===== config.mk =====
export PLATFORM = sky130hd
export DESIGN_NAME = tick_driven_calendar_clock
export DESIGN_NICKNAME = d
export VERILOG_FILES = /design/src/rtl/tdcc_pkg.sv /design/src/rtl/tick_driven_calendar_clock.sv
export SDC_FILE = /design/constraint.sdc
export NUM_CORES = 2
export LEC_CHECK = 0
export ABC_CLOCK_PERIOD_IN_PS = 7800
export BUFFER_PORTS_ARGS = -buffer_cell sky130_fd_sc_hd__buf_4
export CORE_ASPECT_RATIO = 0.7
export CORE_MARGIN = 3
export CORE_UTILIZATION = 45
export DETAILED_ROUTE_END_ITERATION = 16
export GPL_ROUTABILITY_DRIVEN = 0
export SLEW_MARGIN = 30
export SYNTH_ARGS = -nofsm -noshare
export SYNTH_HDL_FRONTEND = slang
export SYNTH_SLANG_ARGS = --single-unit

===== constraint.sdc =====
create_clock -name clk -period 7.8 [get_ports clk]
set_input_delay 1.56 -clock clk [delete_from_list [all_inputs] [get_ports clk]]
set_output_delay 1.56 -clock clk [all_outputs]
set_load 0.01 [all_outputs]

===== src/rtl/tdcc_pkg.sv =====
// ----------------------------------------------------------------------------
// tdcc_pkg
// Widths, reset values and calendar constants for the tick-driven calendar
// clock.
// ----------------------------------------------------------------------------
package tdcc_pkg;

  // Bus and field widths
  localparam int APB_DW   = 32;
  localparam int ADDR_W   = 2;
  localparam int TPS_W    = 20;
  localparam int TICK_W   = 32;
  localparam int OUT_W    = 40;
  localparam int MIN_W    = 6;
  localparam int HOUR_W   = 5;
  localparam int DAY_W    = 9;
  localparam int YEAR_W   = 16;
  localparam int DSE_W    = 16;
  localparam int MONTH_W  = 4;
  localparam int DOM_W    = 5;

  // Per-minute and per-hour tick counts at the largest rate
  localparam int PMIN_W   = 26;
  localparam int PHOUR_W  = 32;
  localparam int MT_W     = MIN_W + PMIN_W;
  localparam int HT_W     = HOUR_W + PHOUR_W;
  localparam int TS_W     = OUT_W + 2;

  localparam logic [TPS_W-1:0]   TPS_RESET      = 20'd1000000;
  localparam logic [PMIN_W-1:0]  PER_MIN_RESET  = 26'd60000000;
  localparam logic [PHOUR_W-1:0] PER_HOUR_RESET = 32'd3600000000;
  localparam logic [OUT_W-1:0]   OUT_MAX        = '1;

  localparam logic [MIN_W-1:0]  MIN_LAST   = 6'd59;
  localparam logic [HOUR_W-1:0] HOUR_LAST  = 5'd23;
  localparam logic [DAY_W-1:0]  DAY_LAST   = 9'd364;
  localparam logic [YEAR_W-1:0] YEAR_RESET = 16'd2020;

  // Days since epoch: low 16 bits of floor((year - 1970) * 1461 / 4)
  localparam int EP_W = DSE_W + 2;
  localparam logic [EP_W-1:0] EPOCH_YEAR = 18'd1970;
  localparam logic [EP_W-1:0] DAYS_4Y    = 18'd1461;

  // Divisibility by 25: multiply by the inverse of 25 mod 2^16 and compare
  localparam logic [YEAR_W-1:0] INV25     = 16'd23593;
  localparam logic [YEAR_W-1:0] DIV25_MAX = 16'd2621;

  // Month lookup
  localparam int NUM_MONTHS = 12;
  localparam int MON_IDX_W  = 4;
  localparam int MARCH      = 2;
  localparam int DN_W       = DAY_W + 1;
  localparam logic [DAY_W-1:0] MONTH_START [NUM_MONTHS] = '{
    9'd0,   9'd31,  9'd59,  9'd90,  9'd120, 9'd151,
    9'd181, 9'd212, 9'd243, 9'd273, 9'd304, 9'd334
  };

endpackage


===== src/rtl/tick_driven_calendar_clock.sv =====
// ----------------------------------------------------------------------------
// tick_driven_calendar_clock
// Turns free-running tick counter samples into minute, hour, day, year,
// month and day-of-month fields, with ticks within the minute and the day.
// ----------------------------------------------------------------------------
//
//  channel | direction | handshake               | payload
//  --------+-----------+-------------------------+------------------------------
//  in      | sink      | in_valid / in_stall     | tick_sample
//  out     | source    | out_valid / out_stall   | time and calendar fields
//  cfg     | APB slave | psel penable pwrite ... | ticks_per_second, any address
//
//  One beat per cycle sustained while the output is not stalled. The counter
//  state is updated at the accepting edge; products and the month lookup follow
//  in two register stages, stage 2 and the result register.
//  Reset (rst, synchronous) empties all stages and restores the calendar to
//  day 0 of 2020 and the rate to 1000000 ticks per second.
//  A stalled output holds its stages; the input stalls once all three are full.
//
module tick_driven_calendar_clock #(
  parameter int ACC_WIDTH = 40
) (
  input  logic                           clk,
  input  logic                           rst,
  input  logic                           psel,
  input  logic                           penable,
  input  logic                           pwrite,
  input  logic [tdcc_pkg::ADDR_W-1:0]    paddr,
  input  logic [tdcc_pkg::APB_DW-1:0]    pwdata,
  output logic [tdcc_pkg::APB_DW-1:0]    prdata,
  output logic                           pready,
  input  logic                           in_valid,
  output logic                           in_stall,
  input  logic [tdcc_pkg::TICK_W-1:0]    tick_sample,
  output logic                           out_valid,
  input  logic                           out_stall,
  output logic [tdcc_pkg::OUT_W-1:0]     sub_minute_ticks,
  output logic [tdcc_pkg::MIN_W-1:0]     minute_now,
  output logic [tdcc_pkg::HOUR_W-1:0]    hour_now,
  output logic [tdcc_pkg::DAY_W-1:0]     day_in_year,
  output logic [tdcc_pkg::YEAR_W-1:0]    year_now,
  output logic [tdcc_pkg::DSE_W-1:0]     days_since_epoch,
  output logic [tdcc_pkg::OUT_W-1:0]     ticks_in_day,
  output logic [tdcc_pkg::MONTH_W-1:0]   month_now,
  output logic [tdcc_pkg::DOM_W-1:0]     day_of_month
);
  import tdcc_pkg::*;

  localparam int XW = (ACC_WIDTH > OUT_W) ? ACC_WIDTH : OUT_W;
  localparam logic [ACC_WIDTH-1:0] ACC_MAX = '1;

  // --------------------------------------------------------------------------
  // Configuration
  // --------------------------------------------------------------------------
  logic [TPS_W-1:0]   tps;
  logic [PMIN_W-1:0]  per_min;
  logic [PHOUR_W-1:0] per_hour;
  logic [TPS_W-1:0]   tps_wr;
  logic [TPS_W-1:0]   rate_wr;
  logic               cfg_wr;

  assign pready  = 1'b1;
  assign prdata  = APB_DW'(tps);
  assign cfg_wr  = psel & penable & pwrite & pready;
  assign tps_wr  = pwdata[TPS_W-1:0];
  // a zero rate counts as one tick per second
  assign rate_wr = (tps_wr == '0) ? TPS_W'(1) : tps_wr;

  // single register: every write lands on it
  always_ff @(posedge clk) begin
    if (rst) begin
      tps      <= TPS_RESET;
      per_min  <= PER_MIN_RESET;
      per_hour <= PER_HOUR_RESET;
    end else if (cfg_wr) begin
      tps      <= tps_wr;
      per_min  <= PMIN_W'(rate_wr) * PMIN_W'(60);
      per_hour <= PHOUR_W'(rate_wr) * PHOUR_W'(3600);
    end
  end

  // --------------------------------------------------------------------------
  // Stage control
  // --------------------------------------------------------------------------
  logic v1, v2;
  logic s1_load, s2_load, s3_load;

  assign s3_load  = ~out_valid | ~out_stall;
  assign s2_load  = ~v2 | s3_load;
  assign in_stall = v1 & ~s2_load;
  assign s1_load  = in_valid & ~in_stall;

  always_ff @(posedge clk) begin
    if (rst) begin
      v1        <= 1'b0;
      v2        <= 1'b0;
      out_valid <= 1'b0;
    end else begin
      if (s1_load) begin
        v1 <= 1'b1;
      end else if (s2_load) begin
        v1 <= 1'b0;
      end
      if (s2_load) begin
        v2 <= v1;
      end
      if (s3_load) begin
        out_valid <= v2;
      end
    end
  end

  // --------------------------------------------------------------------------
  // Stage 1: clock state, updated by each input beat
  // --------------------------------------------------------------------------
  logic [TICK_W-1:0]    last_tick;
  logic [ACC_WIDTH-1:0] acc, acc_next;
  logic [MIN_W-1:0]     minute, minute_next;
  logic [HOUR_W-1:0]    hour, hour_next;
  logic [DAY_W-1:0]     day, day_next;
  logic [YEAR_W-1:0]    year, year_next;
  logic [TICK_W-1:0]    delta;
  logic [ACC_WIDTH:0]   sum;
  logic [ACC_WIDTH+1:0] diff;
  logic                 carry;

  assign delta = tick_sample - last_tick;
  assign sum   = {1'b0, acc} + (ACC_WIDTH+1)'(delta);
  assign diff  = {2'b00, acc} + (ACC_WIDTH+2)'(delta) - (ACC_WIDTH+2)'(per_min);

  always_comb begin
    // at most one minute carried per beat; a saturated sum always carries
    if (sum[ACC_WIDTH]) begin
      carry    = 1'b1;
      acc_next = ACC_MAX - ACC_WIDTH'(per_min);
    end else if (!diff[ACC_WIDTH+1]) begin
      carry    = 1'b1;
      acc_next = diff[ACC_WIDTH-1:0];
    end else begin
      carry    = 1'b0;
      acc_next = sum[ACC_WIDTH-1:0];
    end

    minute_next = minute;
    hour_next   = hour;
    day_next    = day;
    year_next   = year;
    if (carry) begin
      minute_next = minute + MIN_W'(1);
      if (minute >= MIN_LAST) begin
        minute_next = '0;
        hour_next   = hour + HOUR_W'(1);
        if (hour >= HOUR_LAST) begin
          hour_next = '0;
          day_next  = day + DAY_W'(1);
          if (day >= DAY_LAST) begin
            day_next  = '0;
            year_next = year + YEAR_W'(1);
          end
        end
      end
    end
  end

  always_ff @(posedge clk) begin
    if (rst) begin
      last_tick <= '0;
      acc       <= '0;
      minute    <= '0;
      hour      <= '0;
      day       <= '0;
      year      <= YEAR_RESET;
    end else if (s1_load) begin
      last_tick <= tick_sample;
      acc       <= acc_next;
      minute    <= minute_next;
      hour      <= hour_next;
      day       <= day_next;
      year      <= year_next;
    end
  end

  // --------------------------------------------------------------------------
  // Stage 2: products, epoch base and leap flag
  // --------------------------------------------------------------------------
  logic [XW-1:0]     acc_x;
  logic [OUT_W-1:0]  acc_sat;
  logic [EP_W-1:0]   epoch_prod;
  logic [YEAR_W-1:0] year_inv;
  logic              leap_c;

  logic [OUT_W-1:0]  s2_acc;
  logic [MT_W-1:0]   s2_min_ticks;
  logic [HT_W-1:0]   s2_hr_ticks;
  logic [MIN_W-1:0]  s2_minute;
  logic [HOUR_W-1:0] s2_hour;
  logic [DAY_W-1:0]  s2_day;
  logic [YEAR_W-1:0] s2_year;
  logic [DSE_W-1:0]  s2_epoch;
  logic              s2_leap;

  assign acc_x      = XW'(acc);
  assign acc_sat    = (acc_x > XW'(OUT_MAX)) ? OUT_MAX : acc_x[OUT_W-1:0];
  // modulo 2^18 is enough for the low 16 bits of the floored quarter
  assign epoch_prod = (EP_W'(year) - EPOCH_YEAR) * DAYS_4Y;
  assign year_inv   = year * INV25;
  // divisible by 100 means by 4 and by 25; by 400 means by 16 and by 25
  assign leap_c     = (year[1:0] == 2'b00) & ((year_inv > DIV25_MAX) | (year[3:0] == 4'h0));

  always_ff @(posedge clk) begin
    if (s2_load) begin
      s2_acc       <= acc_sat;
      s2_min_ticks <= MT_W'(minute) * MT_W'(per_min);
      s2_hr_ticks  <= HT_W'(hour) * HT_W'(per_hour);
      s2_minute    <= minute;
      s2_hour      <= hour;
      s2_day       <= day;
      s2_year      <= year;
      s2_epoch     <= epoch_prod[EP_W-1:2];
      s2_leap      <= leap_c;
    end
  end

  // --------------------------------------------------------------------------
  // Stage 3: day ticks, days since epoch, month lookup; result register
  // --------------------------------------------------------------------------
  logic [TS_W-1:0]      tid_sum;
  logic [OUT_W-1:0]     tid;
  logic [DN_W-1:0]      day_num;
  logic [DN_W-1:0]      first [NUM_MONTHS];
  logic [MON_IDX_W-1:0] mon_idx;

  assign tid_sum = TS_W'(s2_acc) + TS_W'(s2_min_ticks) + TS_W'(s2_hr_ticks);
  assign tid     = (tid_sum > TS_W'(OUT_MAX)) ? OUT_MAX : tid_sum[OUT_W-1:0];
  assign day_num = DN_W'(s2_day) + DN_W'(1);

  // month = count of month starts that the day number lies past
  always_comb begin
    mon_idx = '0;
    for (int k = 0; k < NUM_MONTHS; k++) begin
      first[k] = DN_W'(MONTH_START[k]) + DN_W'(s2_leap && (k >= MARCH));
      if (k > 0 && day_num > first[k]) begin
        mon_idx = MON_IDX_W'(k);
      end
    end
  end

  always_ff @(posedge clk) begin
    if (s3_load) begin
      sub_minute_ticks <= s2_acc;
      minute_now       <= s2_minute;
      hour_now         <= s2_hour;
      day_in_year      <= s2_day;
      year_now         <= s2_year;
      days_since_epoch <= s2_epoch + DSE_W'(s2_day);
      ticks_in_day     <= tid;
      month_now        <= MONTH_W'(mon_idx) + MONTH_W'(1);
      day_of_month     <= DOM_W'(day_num - first[mon_idx]);
    end
  end

endmodule


Word-level counts from Yosys, hierarchy flattened:

Index checks and enable logic that the tools add are counted.

* $add $sub $neg: 26
* multipliers: 6
* magnitude comparators: 18
* multiplexer cells: 24
* bitwise logic cells: 14
* reductions and logical operators: 8

Operators with widths (count)
* adder 40 x 32 -> 41 bit: 3
* 2-to-1 mux 40 bit: 2
* adder 41 x 37 -> 42 bit: 1
* greater-than comparator 42 x 40 -> 1 bit (second input constant): 1
* subtractor 41 x 26 -> 42 bit: 1
* binary-select mux 10 bit (select 4 bit): 1
* greater-than comparator 10 x 9 -> 1 bit: 4
* greater-than comparator 40 bit (second input constant): 1
* 2-to-1 mux 4 bit: 10
* adder 8 x 1 -> 9 bit (first input constant): 4
* multiplier 5 x 28 -> 33 bit: 1
* subtractor 32 bit: 1
* adder 9 x 1 -> 10 bit (first input constant): 3
* greater-than comparator 10 bit: 3
* multiplier 6 x 24 -> 30 bit: 1
* multiplier 20 x 8 -> 28 bit (second input constant): 1
* subtractor 1 x 27 -> 28 bit (first input constant): 1
* multiplier 20 x 4 -> 24 bit (second input constant): 1
* greater-than comparator 10 x 8 -> 1 bit: 2
* zero test 20 bit: 1
* 2-to-1 mux 20 bit: 1
* multiplier 18 x 11 -> 18 bit (second input constant): 1
* subtractor 16 x 11 -> 17 bit (second input constant): 1
* adder 16 x 1 -> 16 bit (second input constant): 1
* other kinds (31): 49

* register bits after elaboration: 486
* bits of input ports: 73
* output and inout port bits: 176
* logic and storage cells: 126

Longest topological paths before layout:

* word-level depth: 18
* gate-level depth with buffers: 31
* mapped depth without buffers: 28

Worst setup path before layout:

No wires, ideal clock.

* path type: in2reg
* from: input tick_sample[0] (netlist bit)
* to: register minute[3]
* setup time: 0.058 ns
* arrival: 7.196 ns
* required time: 7.742 ns
* path slack: 0.546 ns
* stages on the path: 30
* buffers on the path: 3
* cell sequence: inv_1 -> ha_1 -> inv_1 -> fa_1 -> a21o_1 -> a21oi_1 -> o21ai_0 -> a311o_1 -> a221o_1 -> a211o_1 -> a21o_1 -> a21oi_1 -> xor2_1 -> fa_1 -> inv_1 -> ha_1 -> clkbuf_1 -> a21oi_1 -> nor2b_1 -> o21ai_0 -> nand2_1 -> nand2_1 -> nand3_1 -> a21oi_1 -> o21ba_2 -> buf_2 -> buf_1 -> a21oi_1 -> a31oi_1 -> o21a_1

* word-level cells in the longest chain between the ends: 6
* elaborated cells on any way between the ends: 7
* classes of those cells: 4 x add/sub; 2 x mux; 1 x reduce/logical

RTL lines
* start, declared: line tick_driven_calendar_clock.sv:34 `input logic [tdcc_pkg::TICK_W-1:0] tick_sample,`
* subtractor 32 bit (*): line tick_driven_calendar_clock.sv:127 `assign delta = tick_sample - last_tick;`
* adder 40 x 32 -> 41 bit: line tick_driven_calendar_clock.sv:128, tick_driven_calendar_clock.sv:129
* subtractor 41 x 26 -> 42 bit: line tick_driven_calendar_clock.sv:129 `assign diff = {2'b00, acc} + (ACC_WIDTH+2)'(delta) - (ACC_WIDTH+2)'(per_min);`
* 2-to-1 mux 1 bit: line tick_driven_calendar_clock.sv:136 `end else if (!diff[ACC_WIDTH+1]) begin`
* 2-to-1 mux 1 bit (*): line tick_driven_calendar_clock.sv:133 `if (sum[ACC_WIDTH]) begin`
* AND reduction 2 bit (no source line) (*)
* end signal, assigned: line tick_driven_calendar_clock.sv:176 `minute <= minute_next;`
* end, declared: line tick_driven_calendar_clock.sv:118 `logic [MIN_W-1:0] minute, minute_next;`

Mark *: on every way between the ends. The rest lies on a longest branch, timed or not.
A chain may end at the register's enable or synchronous reset.

Worst setup path in the final report:

Ends and elaborated chain as after synthesis.

==> summary.txt <==
STA
  – Setup violators final: 0
  – RSZ-0062 raised after global routing: no
  – Final Hold Viols: 0
  – Setup WS post-layout: between 0.5 and 0.6 ns
  – Hold slack: roughly 0.4 ns
  – Slew @ Worst Pin: 1.03 ns
  – Tcrit/Tclk final: 0.933
  – Setup Skew: approximately 0.045 ns
  – F_max: about 0.14 GHz
  – Slew HR: 0.306
  – Tmin final: roughly 7.3 ns
  – Pins over their slew limit: 0

Setup path
  – CP Max Fanout: 19
  – Setup Crit Path Kind: in -> reg
  – Critical path required time: 8.33 ns
  – Startpoint types: input port
  – Crit path capture type: register
  – Arrival time worst endpoint: around 8 ns
  – Critical-path top delay cell: fa_1
  – Cell repeated most along the worst path: a21oi_1
  – CP max stage delay: around 0.46 ns

Detailed routing
  – DR WL/cell: between 15 and 20 um
  – Final wirelength: between 100000 and 150000 um
  – Vias per cell: ~5.3
  – Drt drc: 0
  – 1st-iter DRT viols: about 2400
  – Antenna Nets Post-Route: 0
  – Drt first pass iters: 5
  – Vias: 32000

Hold path
  – Type of the worst min-delay path: reg -> reg

Clock tree
  – CTS max path bufs: 3
  – Sink Count: about 480
  – Worst skew pair latency: 0.65 ns
  – Post-CTS setup buffers: 0
  – CTS Buf Count: 52
  – CTS tree: yes
  – Root buf cell: clkbuf_16
  – Worst-path clk slew: 0.06 ns
  – CTS Hold Bufs: 0
  – Clock H-tree levels: 2

Global routing
  – Pin count of the biggest net entering global routing: roughly 150
  – Antenna violations before repair: 7
  – Met2 usage: 0.309
  – Met3 usage: 0.0712
  – First-pass GRT wire length: between 150000 and 200000 um
  – Vias in the first global route: about 31000
  – Total track usage: 0.227
  – Met1 Usage GRT: 0.352
  – Global route overflow: 0
  – GRT Max-Usage Layer: met1

Synth
  – Cells after Synth: approximately 4600
  – Ys async rst share: 0
  – Adder-cell share of the synthesized area: 0.299
  – Simple-Gate Fraction of Synth Area: 0.124
  – Mux cell area share after synthesis: 0.00667
  – Syn Area/Cell: between 9 and 10 um^2
  – Register area share after synthesis: 0.294
  – Synth Area in XOR/XNOR: 0.0614
  – Largest family of logic cells by synthesized area: adder cells
  – Number of synthesized flops with an enable pin: a little under 300
  – Compound-Gate Fraction of Synth Area: 0.140
  – Total number of yosys warnings: 0
  – Ys flop type: edfxtp_1
  – Post-synthesis instance area: 0.0428 mm^2
  – Post-synthesis register bit count: about 480
  – Post-synth cell types: 79

Cells and area
  – Layout net count: between 5000 and 6000
  – Most common cell after layout, fill and taps aside: inv_1
  – Fraction of layout cells with a size suffix above 1: 0.0940
  – Area used by multi-input combinational logic: ~0.027 mm^2
  – Highest-count cells in the layout ignoring fill and taps: inv_1, nand2_1, ha_1
  – # diodes: 0
  – Fill count: 8723
  – Area growth, synth to finish: 11.5%
  – Register area: between 0.01 and 0.015 mm^2

Die
  – Die Span X: around 370 um
  – # IOs: about 250
  – Die Ht: 264 um
  – Die outline area: a little under 0.1 mm^2
  – Starting density of the core: 0.460
  – Core Region: ~0.093 mm^2
  – # rows: 93

Power
  – Switching part of the total: 0.409
  – Sw power: approximately 5000 uW
  – Maximum VDD drop: about 0.18 mV
  – Part of the power in registers: 0.305
  – Clock share of power: 0.206
  – Int Power: approximately 7200 uW
  – Cell leakage power: 0.0231 uW
  – Cell Pwr Density: ~250 mW/mm^2
  – Final Total Pwr: ~12000 uW
  – Combinational Power Share: 0.489

Flow run
  – Max_cap viols: 0

Place
  – Placed wire-length estimate: about 90000 um
  – DP Worst Slack: -0.0988 ns
  – Port Buffers: approximately 220

Outcome
  – Status: completed
per-stage QoR:
step | utilization | setup TNS, ns | std cells | area [um^2]
global route | 0.512 | 0 | 6002 | 47700
CTS | 0.512 | 0 | 6002 | 47700
global placement | 0.494 | -0.0919 | 5907 | 46000
detailed placement | 0.494 | -0.596 | 5907 | 46000
floorplan | - | 0 | 4571 | 42800
finish | 0.512 | 0 | 6002 | 47700
critical path, delay by kind of cell:
family,cells,cell delay [ns]
buffers and inverters,8,0.91
AOI/OAI and AO/OA,15,3.47
adders and majority gates,4,1.22
xor gates and xnor gates,1,0.30
and+or+nand+nor,4,0.33
sequential cells by signal (all words and copies together), names as in the netlist, 20 cells and up:
name              cells
s2_acc               40
sub_minute_ticks     40
s2_min_ticks         30
last_tick            32
tps                  20
per_hour             28
s2_hr_ticks          33
per_min              23
acc                  40
ticks_in_day         40
power by group through the flow:
| stage | combinational (uW) | clock, uW | sequential [uW] |
|---|---|---|---|
| after global routing | 6590 | 2670 | 3770 |
| after CTS | 5870 | 2570 | 3690 |
| after floorplan | 4110 | 0 | 3530 |
| final | 5930 | 2500 | 3700 |
| after global placement | 5770 | 0 | 3740 |
| after detailed placement | 5820 | 0 | 3750 |
cell families (layout without fill, tap and decap cells):
group	count (synthesis)	after routing
other	2	13
AOI/OAI and AO/OA	936	936
DFF	479	479
buffers and inverters	831	1027
muxes	28	28
xor gates and xnor gates	300	300
adders and majority gates	820	820
and+or+nand+nor	1164	1164
worst paths after layout:
| check | from | end | slack, ns | cells after the start |
|---|---|---|---|---|
| worst max-delay path | tick_sample[0] | minute[3]$_SDFFE_PP0P_ | 0.52 | 32 |
| worst min register to register | s2_year[0]$_DFFE_PP_ | year_now[0]$_DFFE_PP_ | 0.41 | 0 |
| worst max register to register | year[3]$_SDFFE_PP0P_ | s2_epoch[15]$_DFFE_PP_ | 1.13 | 20 |
| worst min-delay path | s2_year[0]$_DFFE_PP_ | year_now[0]$_DFFE_PP_ | 0.41 | 0 |
timing repair:
item | 4_1_cts | 5_1_grt
gates resized for setup | 0 | 1
setup endpoints to repair | 0 | 4
endpoints found under the hold margin | 0 | 0
cell type report:
class	count	area share
Timing Repair Buffer	313	0.0514
Clock inverter	30	0.00640
Inverter	619	0.0487
Clock buffer	65	0.0292
Tap cell	1235	0.0324
Multi-Input combinational cell	3261	0.568
Sequential cell	479	0.264
cell usage after synthesis (all sizes together) (106+ instances only):
master,count,share of area
nand2,555,0.049
a21oi,324,0.038
ha,483,0.14
nor2,186,0.016
inv,619,0.054
xnor2,210,0.043
edfxtp,297,0.21
clkbuf,165,0.015
fa,337,0.16
o21ai,145,0.017
dfxtp,182,0.085
a21o,106,0.019
layer usage:
metal  wire (um)  share of wire
met1       56200           0.50
met2       43500           0.39
met3       11400           0.10
met4        1700          0.015
met5          26        0.00023
Power figures use the tool's default switching activity.
